===== src/sv/rwlf_pkg.sv =====
package rwlf_pkg;

  // Number of clients served by the lock; one queue slot per client.
  localparam int CLIENTS = 16;
  localparam int IDX_W   = $clog2(CLIENTS);
  localparam int CNT_W   = $clog2(CLIENTS + 1);
  localparam int HOLD_W  = 8;
  localparam int TOT_W   = 12;

  typedef logic [3:0] client_t;

  typedef enum logic [1:0] {
    CMD_READ    = 2'd0,
    CMD_WRITE   = 2'd1,
    CMD_RELEASE = 2'd2,
    CMD_ABORT   = 2'd3
  } cmd_code_t;

  typedef enum logic [1:0] {
    KIND_OK    = 2'd0,
    KIND_GRANT = 2'd1,
    KIND_DENY  = 2'd2,
    KIND_BUSY  = 2'd3
  } kind_t;

  typedef struct packed {
    cmd_code_t command;
    client_t   client;
    logic      allowed;
  } in_item_t;

  typedef struct packed {
    kind_t   kind;
    client_t target;
    logic    exclusive;
    logic    last;
  } out_item_t;

  // Datapath operations issued by the controller.
  typedef enum logic [2:0] {
    DP_NONE    = 3'd0,
    DP_CAPTURE = 3'd1,
    DP_REPLY   = 3'd2,
    DP_ENQUEUE = 3'd3,
    DP_RELEASE = 3'd4,
    DP_FIND    = 3'd5,
    DP_DROP    = 3'd6,
    DP_GRANT   = 3'd7
  } dp_op_t;

  typedef struct packed {
    dp_op_t op;
    kind_t  kind;
    logic   last;
    logic   run_sel;
  } ctl_cmd_t;

  typedef struct packed {
    cmd_code_t command;
    logic      allowed;
    logic      in_range;
    logic      pending;
    logic      holds_zero;
    logic      queue_full;
    logic      release_rerun;
    logic      can_grant;
    logic      grant_more;
    logic      out_free;
  } dp_status_t;

endpackage


===== src/sv/reader_writer_lock_fifo.sv =====
// Sequence: a request is taken in S_IDLE and decided in S_EXEC; a request with no result
// (queued behind a holder) then passes S_RUN, an abort of a queued client passes S_DROP,
// and a request or release that grants runs S_RUN, which grants from the queue head.
// Throughput: one request at a time; one grant per cycle while the output register is free.
// Reset: synchronous, active-low rst_n clears the controller, the queue count, the hold
// totals, the pending flags and the output valid flag; queue entries are not reset.
module reader_writer_lock_fifo import rwlf_pkg::*; (
  input  logic      clk,
  input  logic      rst_n,
  input  logic      in_valid,
  output logic      in_ready,
  input  in_item_t  in_item,
  output logic      out_valid,
  input  logic      out_ready,
  output out_item_t out_item
);

  // The controller sequences each request through decode, an optional grant loop and
  // an optional abort step. The datapath holds the waiting queue, the per-client pending
  // flags and hold counters, the global hold total and the output register.
  ctl_cmd_t   cmd;
  dp_status_t st;

  rwlf_ctrl u_ctrl (
    .clk      (clk),
    .rst_n    (rst_n),
    .in_valid (in_valid),
    .in_ready (in_ready),
    .st       (st),
    .cmd      (cmd)
  );

  // Results land in a single output register; the controller only issues a result
  // when that register is empty or being drained in the same cycle.
  rwlf_dpath u_dpath (
    .clk       (clk),
    .rst_n     (rst_n),
    .in_item   (in_item),
    .cmd       (cmd),
    .out_ready (out_ready),
    .st        (st),
    .out_valid (out_valid),
    .out_item  (out_item)
  );

  // A result is never written over one that is still waiting to be taken.
  a_no_overwrite: assert property (@(posedge clk) disable iff (!rst_n)
    (cmd.op == DP_REPLY || cmd.op == DP_RELEASE || cmd.op == DP_DROP ||
     cmd.op == DP_GRANT) |-> (!out_valid || out_ready))
    else $error("result issued while output register is occupied");

  // The queue never grows past one slot per client.
  a_no_overflow: assert property (@(posedge clk) disable iff (!rst_n)
    (cmd.op == DP_ENQUEUE) |-> !st.queue_full)
    else $error("enqueue into a full queue");

  // Grants only happen when the lock mode allows the head entry in.
  a_grant_legal: assert property (@(posedge clk) disable iff (!rst_n)
    (cmd.op == DP_GRANT) |-> st.can_grant)
    else $error("grant issued while the lock excludes the queue head");

  // Once a request is taken, in_ready drops, so no request is accepted in the cycle after.
  a_one_at_a_time: assert property (@(posedge clk) disable iff (!rst_n)
    (in_valid && in_ready) |=> !in_ready)
    else $error("second request accepted while the first is still in work");

endmodule


===== src/sv/rwlf_dpath.sv =====
module rwlf_dpath import rwlf_pkg::*; (
  input  logic       clk,
  input  logic       rst_n,
  input  in_item_t   in_item,
  input  ctl_cmd_t   cmd,
  input  logic       out_ready,
  output dp_status_t st,
  output logic       out_valid,
  output out_item_t  out_item
);

  in_item_t           req_r;
  client_t            q_client_r [CLIENTS];
  client_t            q_client_nxt [CLIENTS];
  logic [CLIENTS-1:0] q_wr_r, q_wr_nxt;
  logic [CNT_W-1:0]   count_r, count_nxt;
  logic [TOT_W-1:0]   total_r, total_nxt;
  logic               held_w_r, held_w_nxt;
  logic [CLIENTS-1:0] pending_r, pending_nxt;
  logic [HOLD_W-1:0]  holds_r [CLIENTS];
  logic [HOLD_W-1:0]  holds_nxt [CLIENTS];
  logic [CLIENTS-1:0] match_r, match_nxt;
  logic [CLIENTS-1:0] shift_mask;
  logic               out_valid_r, out_valid_nxt;
  out_item_t          out_item_r, out_item_nxt;
  client_t            head_client;
  client_t            hold_addr;
  logic [HOLD_W-1:0]  hold_cur;
  logic               emit;

  assign head_client = q_client_r[0];
  // One hold counter is read per cycle: the queue head while granting, else the requester.
  assign hold_addr   = cmd.run_sel ? head_client : req_r.client;
  assign hold_cur    = holds_r[hold_addr];

  always_comb begin
    st.command       = req_r.command;
    st.allowed       = req_r.allowed;
    st.in_range      = (32'(req_r.client) < CLIENTS);
    st.pending       = pending_r[req_r.client];
    st.holds_zero    = (hold_cur == '0);
    st.queue_full    = (count_r >= CNT_W'(CLIENTS));
    st.release_rerun = (total_r <= TOT_W'(1)) && (count_r != '0);
    st.can_grant     = (count_r != '0) && !((total_r != '0) && (held_w_r || q_wr_r[0]));
    st.grant_more    = (count_r > CNT_W'(1)) && !q_wr_r[0] && !q_wr_r[1];
    st.out_free      = !out_valid_r || out_ready;
  end

  // Entries at or above the aborted one move down by one.
  always_comb begin
    for (int j = 0; j < CLIENTS; j++) begin
      shift_mask[j] = 1'b0;
      for (int i = 0; i < CLIENTS; i++) begin
        if (i <= j) begin
          shift_mask[j] = shift_mask[j] | match_r[i];
        end
      end
    end
  end

  always_comb begin
    q_client_nxt = q_client_r;
    q_wr_nxt     = q_wr_r;
    count_nxt    = count_r;
    total_nxt    = total_r;
    held_w_nxt   = held_w_r;
    pending_nxt  = pending_r;
    holds_nxt    = holds_r;
    match_nxt    = match_r;
    unique case (cmd.op)
      DP_ENQUEUE: begin
        q_client_nxt[count_r[IDX_W-1:0]] = req_r.client;
        q_wr_nxt[count_r[IDX_W-1:0]]     = req_r.command[0];
        count_nxt                        = count_r + CNT_W'(1);
        pending_nxt[req_r.client]        = 1'b1;
      end
      DP_RELEASE: begin
        holds_nxt[hold_addr] = hold_cur - HOLD_W'(1);
        if (total_r != '0) begin
          total_nxt = total_r - TOT_W'(1);
        end
      end
      DP_FIND: begin
        for (int j = 0; j < CLIENTS; j++) begin
          match_nxt[j] = (CNT_W'(j) < count_r) && (q_client_r[j] == req_r.client);
        end
      end
      DP_DROP: begin
        for (int j = 0; j < CLIENTS - 1; j++) begin
          if (shift_mask[j]) begin
            q_client_nxt[j] = q_client_r[j+1];
            q_wr_nxt[j]     = q_wr_r[j+1];
          end
        end
        if (|match_r) begin
          count_nxt = count_r - CNT_W'(1);
        end
        pending_nxt[req_r.client] = 1'b0;
      end
      DP_GRANT: begin
        for (int j = 0; j < CLIENTS - 1; j++) begin
          q_client_nxt[j] = q_client_r[j+1];
          q_wr_nxt[j]     = q_wr_r[j+1];
        end
        count_nxt                = count_r - CNT_W'(1);
        pending_nxt[head_client] = 1'b0;
        if (hold_cur != '1) begin
          holds_nxt[hold_addr] = hold_cur + HOLD_W'(1);
        end
        if (total_r != '1) begin
          total_nxt = total_r + TOT_W'(1);
        end
        held_w_nxt = q_wr_r[0];
      end
      default: begin
      end
    endcase
  end

  assign emit = (cmd.op == DP_REPLY) || (cmd.op == DP_RELEASE) ||
                (cmd.op == DP_DROP) || (cmd.op == DP_GRANT);

  always_comb begin
    out_valid_nxt = out_valid_r;
    out_item_nxt  = out_item_r;
    if (emit) begin
      out_valid_nxt          = 1'b1;
      out_item_nxt.kind      = cmd.kind;
      out_item_nxt.target    = cmd.run_sel ? head_client : req_r.client;
      out_item_nxt.exclusive = cmd.run_sel ? q_wr_r[0] : 1'b0;
      out_item_nxt.last      = cmd.last;
    end else if (out_ready) begin
      out_valid_nxt = 1'b0;
    end
  end

  always_ff @(posedge clk) begin
    if (!rst_n) begin
      count_r     <= '0;
      total_r     <= '0;
      held_w_r    <= 1'b0;
      pending_r   <= '0;
      out_valid_r <= 1'b0;
      for (int j = 0; j < CLIENTS; j++) begin
        holds_r[j] <= '0;
      end
    end else begin
      count_r     <= count_nxt;
      total_r     <= total_nxt;
      held_w_r    <= held_w_nxt;
      pending_r   <= pending_nxt;
      out_valid_r <= out_valid_nxt;
      holds_r     <= holds_nxt;
    end
  end

  always_ff @(posedge clk) begin
    if (cmd.op == DP_CAPTURE) begin
      req_r <= in_item;
    end
    q_client_r <= q_client_nxt;
    q_wr_r     <= q_wr_nxt;
    match_r    <= match_nxt;
    out_item_r <= out_item_nxt;
  end

  assign out_valid = out_valid_r;
  assign out_item  = out_item_r;

endmodule


===== src/sv/rwlf_ctrl.sv =====
module rwlf_ctrl import rwlf_pkg::*; (
  input  logic       clk,
  input  logic       rst_n,
  input  logic       in_valid,
  output logic       in_ready,
  input  dp_status_t st,
  output ctl_cmd_t   cmd
);

  typedef enum logic [3:0] {
    S_IDLE = 4'b0001,
    S_EXEC = 4'b0010,
    S_RUN  = 4'b0100,
    S_DROP = 4'b1000
  } state_t;

  state_t state_r, state_nxt;

  assign in_ready = (state_r == S_IDLE);

  always_comb begin
    state_nxt   = state_r;
    cmd.op      = DP_NONE;
    cmd.kind    = KIND_OK;
    cmd.last    = 1'b0;
    cmd.run_sel = (state_r == S_RUN);
    unique case (state_r)
      S_IDLE: begin
        if (in_valid) begin
          cmd.op    = DP_CAPTURE;
          state_nxt = S_EXEC;
        end
      end
      S_EXEC: begin
        if (st.out_free) begin
          cmd.last  = 1'b1;
          state_nxt = S_IDLE;
          priority if (!st.in_range) begin
            cmd.op   = DP_REPLY;
            cmd.kind = KIND_DENY;
          end else if (st.command == CMD_READ || st.command == CMD_WRITE) begin
            priority if (!st.allowed) begin
              cmd.op   = DP_REPLY;
              cmd.kind = KIND_DENY;
            end else if (st.pending || st.queue_full) begin
              cmd.op   = DP_REPLY;
              cmd.kind = KIND_BUSY;
            end else begin
              cmd.op    = DP_ENQUEUE;
              state_nxt = S_RUN;
            end
          end else if (st.command == CMD_RELEASE) begin
            if (st.holds_zero) begin
              cmd.op   = DP_REPLY;
              cmd.kind = KIND_DENY;
            end else begin
              cmd.op   = DP_RELEASE;
              cmd.last = !st.release_rerun;
              if (st.release_rerun) begin
                state_nxt = S_RUN;
              end
            end
          end else begin
            if (st.pending) begin
              cmd.op    = DP_FIND;
              cmd.last  = 1'b0;
              state_nxt = S_DROP;
            end else begin
              cmd.op = DP_REPLY;
            end
          end
        end
      end
      S_RUN: begin
        if (!st.can_grant) begin
          state_nxt = S_IDLE;
        end else if (st.out_free) begin
          cmd.op   = DP_GRANT;
          cmd.kind = KIND_GRANT;
          cmd.last = !st.grant_more;
          if (!st.grant_more) begin
            state_nxt = S_IDLE;
          end
        end
      end
      S_DROP: begin
        if (st.out_free) begin
          cmd.op    = DP_DROP;
          cmd.last  = 1'b1;
          state_nxt = S_IDLE;
        end
      end
      default: begin
        state_nxt = S_IDLE;
      end
    endcase
  end

  always_ff @(posedge clk) begin
    if (!rst_n) begin
      state_r <= S_IDLE;
    end else begin
      state_r <= state_nxt;
    end
  end

endmodule

===== config.mk =====
export PLATFORM = sky130hd
export DESIGN_NAME = reader_writer_lock_fifo
export DESIGN_NICKNAME = d
export VERILOG_FILES = /design/src/sv/rwlf_pkg.sv /design/src/sv/reader_writer_lock_fifo.sv /design/src/sv/rwlf_dpath.sv /design/src/sv/rwlf_ctrl.sv
export SDC_FILE = /design/constraint.sdc
export NUM_CORES = 1
export LEC_CHECK = 0
export ABC_AREA = 1
export BUFFER_PORTS_ARGS = -buffer_cell sky130_fd_sc_hd__buf_4
export CAP_MARGIN = 20
export CORE_MARGIN = 2
export CORE_UTILIZATION = 35
export DETAILED_ROUTE_END_ITERATION = 16
export PLACE_DENSITY_LB_ADDON = 0.08
export REMOVE_ABC_BUFFERS = 1
export SKIP_CTS_REPAIR_TIMING = 1
export SLEW_MARGIN = 20
export SYNTH_ARGS = -nofsm -noshare
export SYNTH_HDL_FRONTEND = slang
export SYNTH_HIERARCHICAL = 1
export SYNTH_SLANG_ARGS = --single-unit
export TNS_END_PERCENT = 20

===== constraint.sdc =====
create_clock -name clk -period 6 [get_ports clk]
set_input_delay 0.3 -clock clk [delete_from_list [all_inputs] [get_ports clk]]
set_output_delay 0.3 -clock clk [all_outputs]
set_load 0.05 [all_outputs]

==> impl_summary.log, run 1 <==
[metrics] outcome: finished clean
[metrics] die boundary width: around 210 um
[metrics] Leakage: around 7.2 nW
[metrics] RSZ-0062 raised after global routing: false
[metrics] number of global-route vias before repair: ~13000
[metrics] endpoint kind of the worst setup timing path: flop
[metrics] maximum number of pins on one net before global-route repair: 83
[metrics] Period minus WS final: ~5.4 ns
[metrics] number of antenna violations at the first check in global routing: 0
[metrics] count of final hold-check violations: 0
[metrics] DRT Wirelength: 47200 um
[metrics] final slew viol count: 0
[metrics] placed standard-cell area: 15800 um^2
[metrics] gate count of the mapped netlist: around 2200
[metrics] leading post-synthesis cells by cell area: sky130_fd_sc_hd__dfxtp_1 22%, sky130_fd_sc_hd__edfxtp_1 22%, sky130_fd_sc_hd__nand2_1 17%
[metrics] Worst Max-Slew Pin Slew: 0.976 ns
[metrics] y dimension of the die: roughly 210 um
[metrics] wire length of the first global-routing pass: about 75000 um
[metrics] Detail Route Antenna Nets: 0
[metrics] DRC errors left: 0
[metrics] wire per inst: about 17 um
[metrics] global placer's final weighted congestion: 0.885
[metrics] power per unit of standard cell area: 262 nW/um^2
[metrics] most area-hungry cell type in the Yosys netlist: sky130_fd_sc_hd__dfxtp_1
[metrics] largest family of logic cells by synthesized area: simple AND/OR/NAND/NOR gates
[metrics] final cell area excluding filler cells: 17100 um^2
[metrics] VDD IR max: about 0.00020 V
[metrics] clock insertion delay at the later pin of the skew report: 0.55 ns
[metrics] highest attainable clock frequency: roughly 0.18 GHz
[metrics] number of synthesized register bits: between 200 and 300
[metrics] cell area after synthesis: roughly 15000 um^2
[metrics] portion of the clock cycle consumed by the worst path in the final layout: 90.8%
[metrics] Critical Path Start Type: flop
[metrics] dominant cell by count in the synthesized netlist: sky130_fd_sc_hd__nand2_1
[metrics] number of standard-cell rows in the floorplan: between 70 and 80
[metrics] post-synthesis mux area share: 0%
[metrics] clk sink count: 278
[metrics] proportion of synthesized chip area in sequential cells: roughly 44%
[metrics] Yosys top cell area share: a little over a fifth
[metrics] maximum clock insertion buffer count: 3
[metrics] share of the synthesized netlist area taken by xor and xnor gates: approximately 2.5%
[metrics] count of flip-flops with a built-in enable after synthesis: around 110
[metrics] Tot GR Track Use: between 20% and 30%
[metrics] Worst EP required: ~6.4 ns
[metrics] drt pass-1 iters: 5
[metrics] via density per instance: just under 5
[metrics] core utilization of the finished layout: between 30% and 40%
[metrics] area enclosed by the die boundary: about 46000 um^2
[metrics] async set-reset flop share out of synthesis: 0%
[metrics] clock tree from TritonCTS: built
[metrics] standard cell with the maximum stage delay on the critical path: sky130_fd_sc_hd__nor2_1
[metrics] final-layout fill cell count: approximately 4700
[metrics] Post-Route Skew: 0.0204 ns
[metrics] Unique masters post-synth: between 40 and 50
[metrics] I/O pin count: 21
[metrics] initial core utilization: 35.5%
[metrics] Synth Flop Type: sky130_fd_sc_hd__dfxtp_1
[metrics] number of buffers added by the clock tree synthesis step: 35
[metrics] biggest fanout along the worst timing path: 24
[metrics] Synth Area in Compound Gates: 10.8%
[metrics] starting DRC count in detailed routing: approximately 1200
[metrics] CTS HTree Levels: 2
[metrics] most frequent cells after synthesis: 675 x sky130_fd_sc_hd__nand2_1, 304 x sky130_fd_sc_hd__nor2_1, 190 x sky130_fd_sc_hd__inv_1
[metrics] maximum cell stage delay along the critical path: roughly 0.34 ns
[metrics] Core Footprint: 43200 um^2
[metrics] total congestion overflow after global routing: 0
[metrics] fraction of final layout cells with drive strength greater than 1: 7.84%
[metrics] Slew headroom: about a third
[metrics] # setup viols final: 0
[metrics] Arrival @ worst endpoint: around 5.9 ns
[metrics] placed cell count: approximately 2700
[metrics] post-route total power: 4.48 mW
[metrics] syn avg cell area: about 7 um^2
[metrics] clock-pin slew on the worst setup and hold paths: roughly 0.06 ns
[metrics] most numerous cell on the critical path: sky130_fd_sc_hd__nand2_1
[metrics] Simple-Gate Fraction of Synth Area: 32.9%
[metrics] startpoint-to-endpoint class of the critical path: reg2reg
[metrics] Yosys Warn Count: 6
[metrics] Antenna diodes: 0
[metrics] Layout Cells excl Fill: 2754
[metrics] class of the tightest hold or removal check: in2reg
[metrics] adder-cell share of the synthesized area: less than 1%
[metrics] placed wire-length estimate after detailed placement: between 30000 and 40000 um
[metrics] total number of vias: roughly 14000
[metrics] IO Port Bufs: 20
[metrics] max-cap viol count: 0
[metrics] Area growth syn-to-layout: 11.3%
[metrics] root buffer cell: sky130_fd_sc_hd__clkbuf_16
[metrics] fin nets: approximately 2200
## path summary, 6_finish.rpt
path	startpoint	endpoint	slack [ns]	depth (start not counted)
worst max register to register	u_ctrl/state_r[2]	u_dpath/holds_r[15]	0.55	30
worst max-delay path	u_ctrl/state_r[2]	u_dpath/holds_r[15]	0.55	30
worst min-delay path	in_valid	u_ctrl/state_r[1]	0.12	3
worst min register to register	flop	flop	0.46	2
## worst max-delay path: cells and delay by family, from the launching register on
kind                   cells  cell delay, ns
and+or+nand+nor           22            3.13
buffers and inverters      6            1.41
AOI/OAI and AO/OA          2            0.42
DFF                        1            0.32
## kinds of logic after synthesis
kind of cell             after synthesis
buffers and inverters                320
AO/OA/AOI/OAI                        288
flip-flops                           278
XOR/XNOR                              44
adder cells (fa/ha/maj)               12
AND/OR/NAND/NOR                     1219
other                                  1
## stage by stage
step | setup TNS, ns | worst slack (ns) | hold WS (ns)
finish | 0 | 0.553 | 0.122
global route | 0 | 0.000568 | 0.129
CTS | 0 | 0.171 | -0.0964
detailed placement | 0 | 0.183 | 0.455
global placement | 0 | 0.292 | 0.451
floorplan | -6.57 | -0.157 | 0.398
## area by class of cell
| type | count | area [um^2] | area share, % |
|---|---|---|---|
| multi-input cells | 1564 | 7270 | 42.6 |
| repair buffers | 56 | 450 | 2.64 |
| clock buffers | 47 | 992 | 5.81 |
| inverters | 209 | 791 | 4.63 |
| well taps | 585 | 732 | 4.29 |
| clock inverters | 15 | 164 | 0.960 |
| flip-flops and latches | 278 | 6680 | 39.1 |
## sequential cells by signal, summed over array words and instances (netlist names), named ones only
| signal | flops |
|---|---|
| u_dpath/held_w_r | 1 |
| u_dpath/st | 3 |
| u_dpath/match_r | 16 |
| u_dpath/count_r | 5 |
| u_dpath/q_client_r | 60 |
| u_dpath/pending_r | 16 |
| u_dpath/out_item | 8 |
| u_dpath/q_wr_r | 16 |
| u_dpath/holds_r | 112 |
| u_dpath/total_r | 12 |
| u_dpath/head_client | 4 |
| u_dpath/out_valid | 1 |
| u_ctrl/state_r | 4 |
| u_dpath/req_r | 4 |
## layout by cell type (no fill, tap or decap), drive strengths merged, types with 2 or more instances in the layout
master / Yosys / routed
nand2: 706 / 706
nor2: 313 / 313
inv: 208 / 209
dfxtp: 167 / 167
nand3: 136 / 136
o21ai: 116 / 116
edfxtp: 111 / 111
a21oi: 99 / 99
buf: 72 / 49
clkbuf: 39 / 47
nor3: 33 / 33
o22ai: 25 / 25
xnor2: 22 / 22
xor2: 22 / 22
nand4: 16 / 16
a32o: 12 / 12
ha: 12 / 12
clkinv: 1 / 12
nor4: 10 / 10
a2111oi: 8 / 8
a22oi: 8 / 8
dlygate4sd3: 0 / 7
o211ai: 6 / 6
o2111ai: 6 / 6
bufinv: 0 / 3
or2: 3 / 3
a211oi: 2 / 2
o31ai: 2 / 2
a31oi: 2 / 2
## layer usage
| metal | vias to the layer above | global-route usage, % | routed length, um |
|---|---|---|---|
| li1 | 6933 | - | - |
| met1 | 6376 | 29.3 | 22400 |
| met2 | 317 | 34.5 | 21600 |
| met3 | 60 | 2.83 | 2200 |
| met4 | 0 | 6.15 | 1030 |
| met5 | - | 0 | 0 |
## power by group
group / internal, mW / switching (mW)
clock: 1.29 / 0.851
combinational: 0.0772 / 0.277
sequential: 1.97 / 0.0123
Note: power is estimated with default switching activity, not from simulation.
==> run 2: changes to the inputs <==
--- a/config.mk
+++ b/config.mk
@@ -11,7 +11,6 @@
 export CORE_MARGIN = 2
 export CORE_UTILIZATION = 35
 export DETAILED_ROUTE_END_ITERATION = 16
-export PLACE_DENSITY_LB_ADDON = 0.08
 export REMOVE_ABC_BUFFERS = 1
 export SKIP_CTS_REPAIR_TIMING = 1
 export SLEW_MARGIN = 20
==> run 2 against run 1 <==
Effect of this change:
- final area fell by 1.1%
- first-iteration DRC count rose by 15%
- sequential share of layout area rose by 0.45 points
- combinational power fell by 4%
- maximum frequency rose by 1.1%
- largest cell class unchanged
- largest power group is now registers
- flip-flop and latch count did not move
- setup slack improved by 0.058 ns
- critical path type unchanged
- count of clock-buffer cells in the layout rose by 1
- clock power fell by 13%
- register-to-register slack improved by 0.06 ns
- final cell count fell by 0.22%
==> impl_summary.log, run 2 (same netlist as run 1, synthesis figures left out) <==
[metrics] outcome: finished clean
[metrics] Detail Route Antenna Nets: 0 (unchanged)
[metrics] max FFs per register: 112 (unchanged)
[metrics] number of antenna violations at the first check in global routing: 0 (unchanged)
[metrics] die boundary width: 213 um (unchanged)
[metrics] class of the tightest hold or removal check: in2reg
[metrics] Post-Route Skew: 0.0260 ns (+0.00565 ns)
[metrics] portion of the clock cycle consumed by the worst path in the final layout: 89.8% (-0.97 points)
[metrics] fin nets: 2162 (-0.23%)
[metrics] post-route worst setup slack: 0.611 ns (+0.0583 ns)
[metrics] internal power consumption: 3.13 mW (-6.3%)
[metrics] Critical Path Start Type: flop
[metrics] tightest hold margin: 0.0600 ns (-0.0621 ns)
[metrics] drt pass-1 iters: 6 (+1)
[metrics] clock-pin slew on the worst setup and hold paths: 0.06 ns (about the same)
[metrics] Worst Max-Slew Pin Slew: 0.950 ns (-0.0257 ns)
[metrics] relative contribution of combinational cells to total power: 8.1% (+0.2 points)
[metrics] startpoint-to-endpoint class of the critical path: reg2reg
[metrics] wire length of the first global-routing pass: 68900 um (-7.6%)
[metrics] VDD IR max: 0.000200 V (+2.5%)
[metrics] Arrival @ worst endpoint: 5.90 ns (+0.02 ns)
[metrics] global placer's final weighted congestion: 0.875 (-1.1%)
[metrics] met3 layer wire length in the routed design: 2950 um (+34%)
[metrics] number of standard-cell rows in the floorplan: 76 (unchanged)
[metrics] leading cell types in the layout, fill and taps excluded: 675 x sky130_fd_sc_hd__nand2_1, 302 x sky130_fd_sc_hd__nor2_1, 188 x sky130_fd_sc_hd__inv_1, 167 x sky130_fd_sc_hd__dfxtp_1, 134 x sky130_fd_sc_hd__nand3_1
[metrics] total number of vias: 13900 (+1.7%)
[metrics] Area growth syn-to-layout: 10.0%
[metrics] endpoint kind of the worst setup timing path: flop
[metrics] starting DRC count in detailed routing: 1403 (+15%)
[metrics] Tot GR Track Use: 18.8% (-2.3 points)
[metrics] standard cell with the maximum stage delay on the critical path: sky130_fd_sc_hd__buf_4
[metrics] share of power burned in the clock network: 44.5% (-3.4 points)
[metrics] maximum number of pins on one net before global-route repair: 80 (-3.6%)
[metrics] maximum cell stage delay along the critical path: 0.41 ns (+0.07 ns)
[metrics] # setup viols final: 0 (unchanged)
[metrics] IO Port Bufs: 20 (unchanged)
[metrics] max-cap viol count: 0 (unchanged)
[metrics] I/O pin count: 21 (unchanged)
[metrics] maximum clock insertion buffer count: 3 (unchanged)
[metrics] via density per instance: 5.07 (+2.0%)
[metrics] clk sink count: 278 (unchanged)
[metrics] root buffer cell: sky130_fd_sc_hd__clkbuf_16
[metrics] count of final hold-check violations: 0 (unchanged)
[metrics] detailed-route wire length on metal 1: 19200 um (-14%)
[metrics] area enclosed by the die boundary: 45500 um^2 (unchanged)
[metrics] sequential share of power: 47.3% (+3.1 points)
[metrics] Worst Setup Slack post-DPL: 0.143 ns (-0.0403 ns)
[metrics] most common library cell in the layout ignoring fill and taps: sky130_fd_sc_hd__nand2_1
[metrics] Slew headroom: 36.5% (+1.6 points)
[metrics] placed wire-length estimate after detailed placement: 28200 um (-11%)
[metrics] Worst EP required: 6.51 ns (+0.07 ns)
[metrics] Top Metal Used: met4
[metrics] clock insertion delay at the later pin of the skew report: 0.59 ns (+0.04 ns)
[metrics] most numerous cell on the critical path: sky130_fd_sc_hd__nand2_1
[metrics] RSZ-0062 raised after global routing: false
[metrics] Leakage: 7.12 nW (-1.6%)
[metrics] number of buffers added by the clock tree synthesis step: 31 (-11%)
[metrics] Period minus WS final: 5.39 ns (-0.0583 ns)
[metrics] leading registers by flop count: u_dpath/holds_r x112, u_dpath/q_client_r x60
[metrics] wire per inst: 15.7 um (-8.5%)
[metrics] CTS HTree Levels: 1 (-1)
[metrics] clock tree from TritonCTS: built
[metrics] switching portion of total power: 25.4% (-0.093 points)
[metrics] Largest Register: u_dpath/holds_r
[metrics] Antenna diodes: 0 (unchanged)
[metrics] Core Footprint: 43200 um^2 (unchanged)
[metrics] wire length on met2: 19600 um (-9.3%)
[metrics] initial core utilization: 35.5% (unchanged)
[metrics] final slew viol count: 0 (unchanged)
[metrics] number of global-route vias before repair: 13000 (-0.37%)
[metrics] power per unit of standard cell area: 248 nW/um^2 (-5.3%)
[metrics] total congestion overflow after global routing: 0 (unchanged)
[metrics] highest attainable clock frequency: 0.186 GHz (+1.1%)
[metrics] y dimension of the die: 213 um (unchanged)
[metrics] biggest fanout along the worst timing path: 38 (+58%)
[metrics] DRC errors left: 0 (unchanged)
[metrics] switching power summed over all nets: 1.06 mW (-6.7%)
[metrics] fraction of final layout cells with drive strength greater than 1: 7.35% (-0.49 points)
[metrics] DRT Wirelength: 43100 um (-8.7%)
==> run 2: changes by cell type in the layout (fill, tap and decap cells not counted), moves of 2 or more <==
| cell | change |
|---|---|
| sky130_fd_sc_hd__clkbuf_1 | +7 |
| sky130_fd_sc_hd__clkbuf_16 | -5 |
| sky130_fd_sc_hd__clkinv_2 | -4 |
| sky130_fd_sc_hd__inv_2 | +3 |
| sky130_fd_sc_hd__nand2_4 | -2 |
==> run 2: per-stage QoR <==
step	total power, mW	setup TNS [ns]	std cells	utilization [%]	cell area, um^2
4_1_cts	4.22	0	2737	38.8	16700
5_1_grt	4.33	0	2748	39.1	16900
3_3_place_gp	2.35	0	2680	36.5	15800
6_report	4.19	0	2748	39.1	16900
3_5_place_dp	2.35	0	2680	36.5	15800
2_1_floorplan	2.21	-6.57	2051	-	14700
==> run 2: final timing paths <==
path                                           end  slack, ns  cells after the start         startpoint
worst max-delay path            u_dpath/count_r[3]       0.61                     28  u_ctrl/state_r[2]
worst min-delay path             u_ctrl/state_r[1]       0.06                      3           in_valid
worst max register to register  u_dpath/count_r[3]       0.61                     28  u_ctrl/state_r[2]
worst min register to register                flop       0.46                      2               flop
==> run 2: power groups by stage <==
stage          clock network [mW]  logic [mW]  registers (mW)
2_1_floorplan                   0       0.179            2.04
3_3_place_gp                    0       0.328            2.02
3_5_place_dp                    0       0.330            2.02
4_1_cts                      1.91       0.331            1.98
5_1_grt                      1.98       0.368            1.98
6_report                     1.87       0.341            1.98
==> run 2: final cells by class <==
class                           count  area [um^2]
Clock buffer                       48          880
Inverter                          209          787
Clock inverter                      9         98.8
Multi-Input combinational cell   1564         7280
Fill cell                        4499        26300
Tap cell                          585          732
Timing Repair Buffer               55          434
Sequential cell                   278         6680
==> run 2: layer usage <==
layer  track usage [%]  vias up
met5                 0        -
li1                  -     6908
met2              31.0      510
met4              6.32        0
met1              25.1     6410
met3              3.21       97
==> run 2: worst max-delay path: cells and delay by family, from the launching register on <==
kind	cells	cell delay (ns)
AO/OA/AOI/OAI	5	0.68
flip-flops	1	0.36
buffers and inverters	7	1.54
AND/OR/NAND/NOR	16	2.68
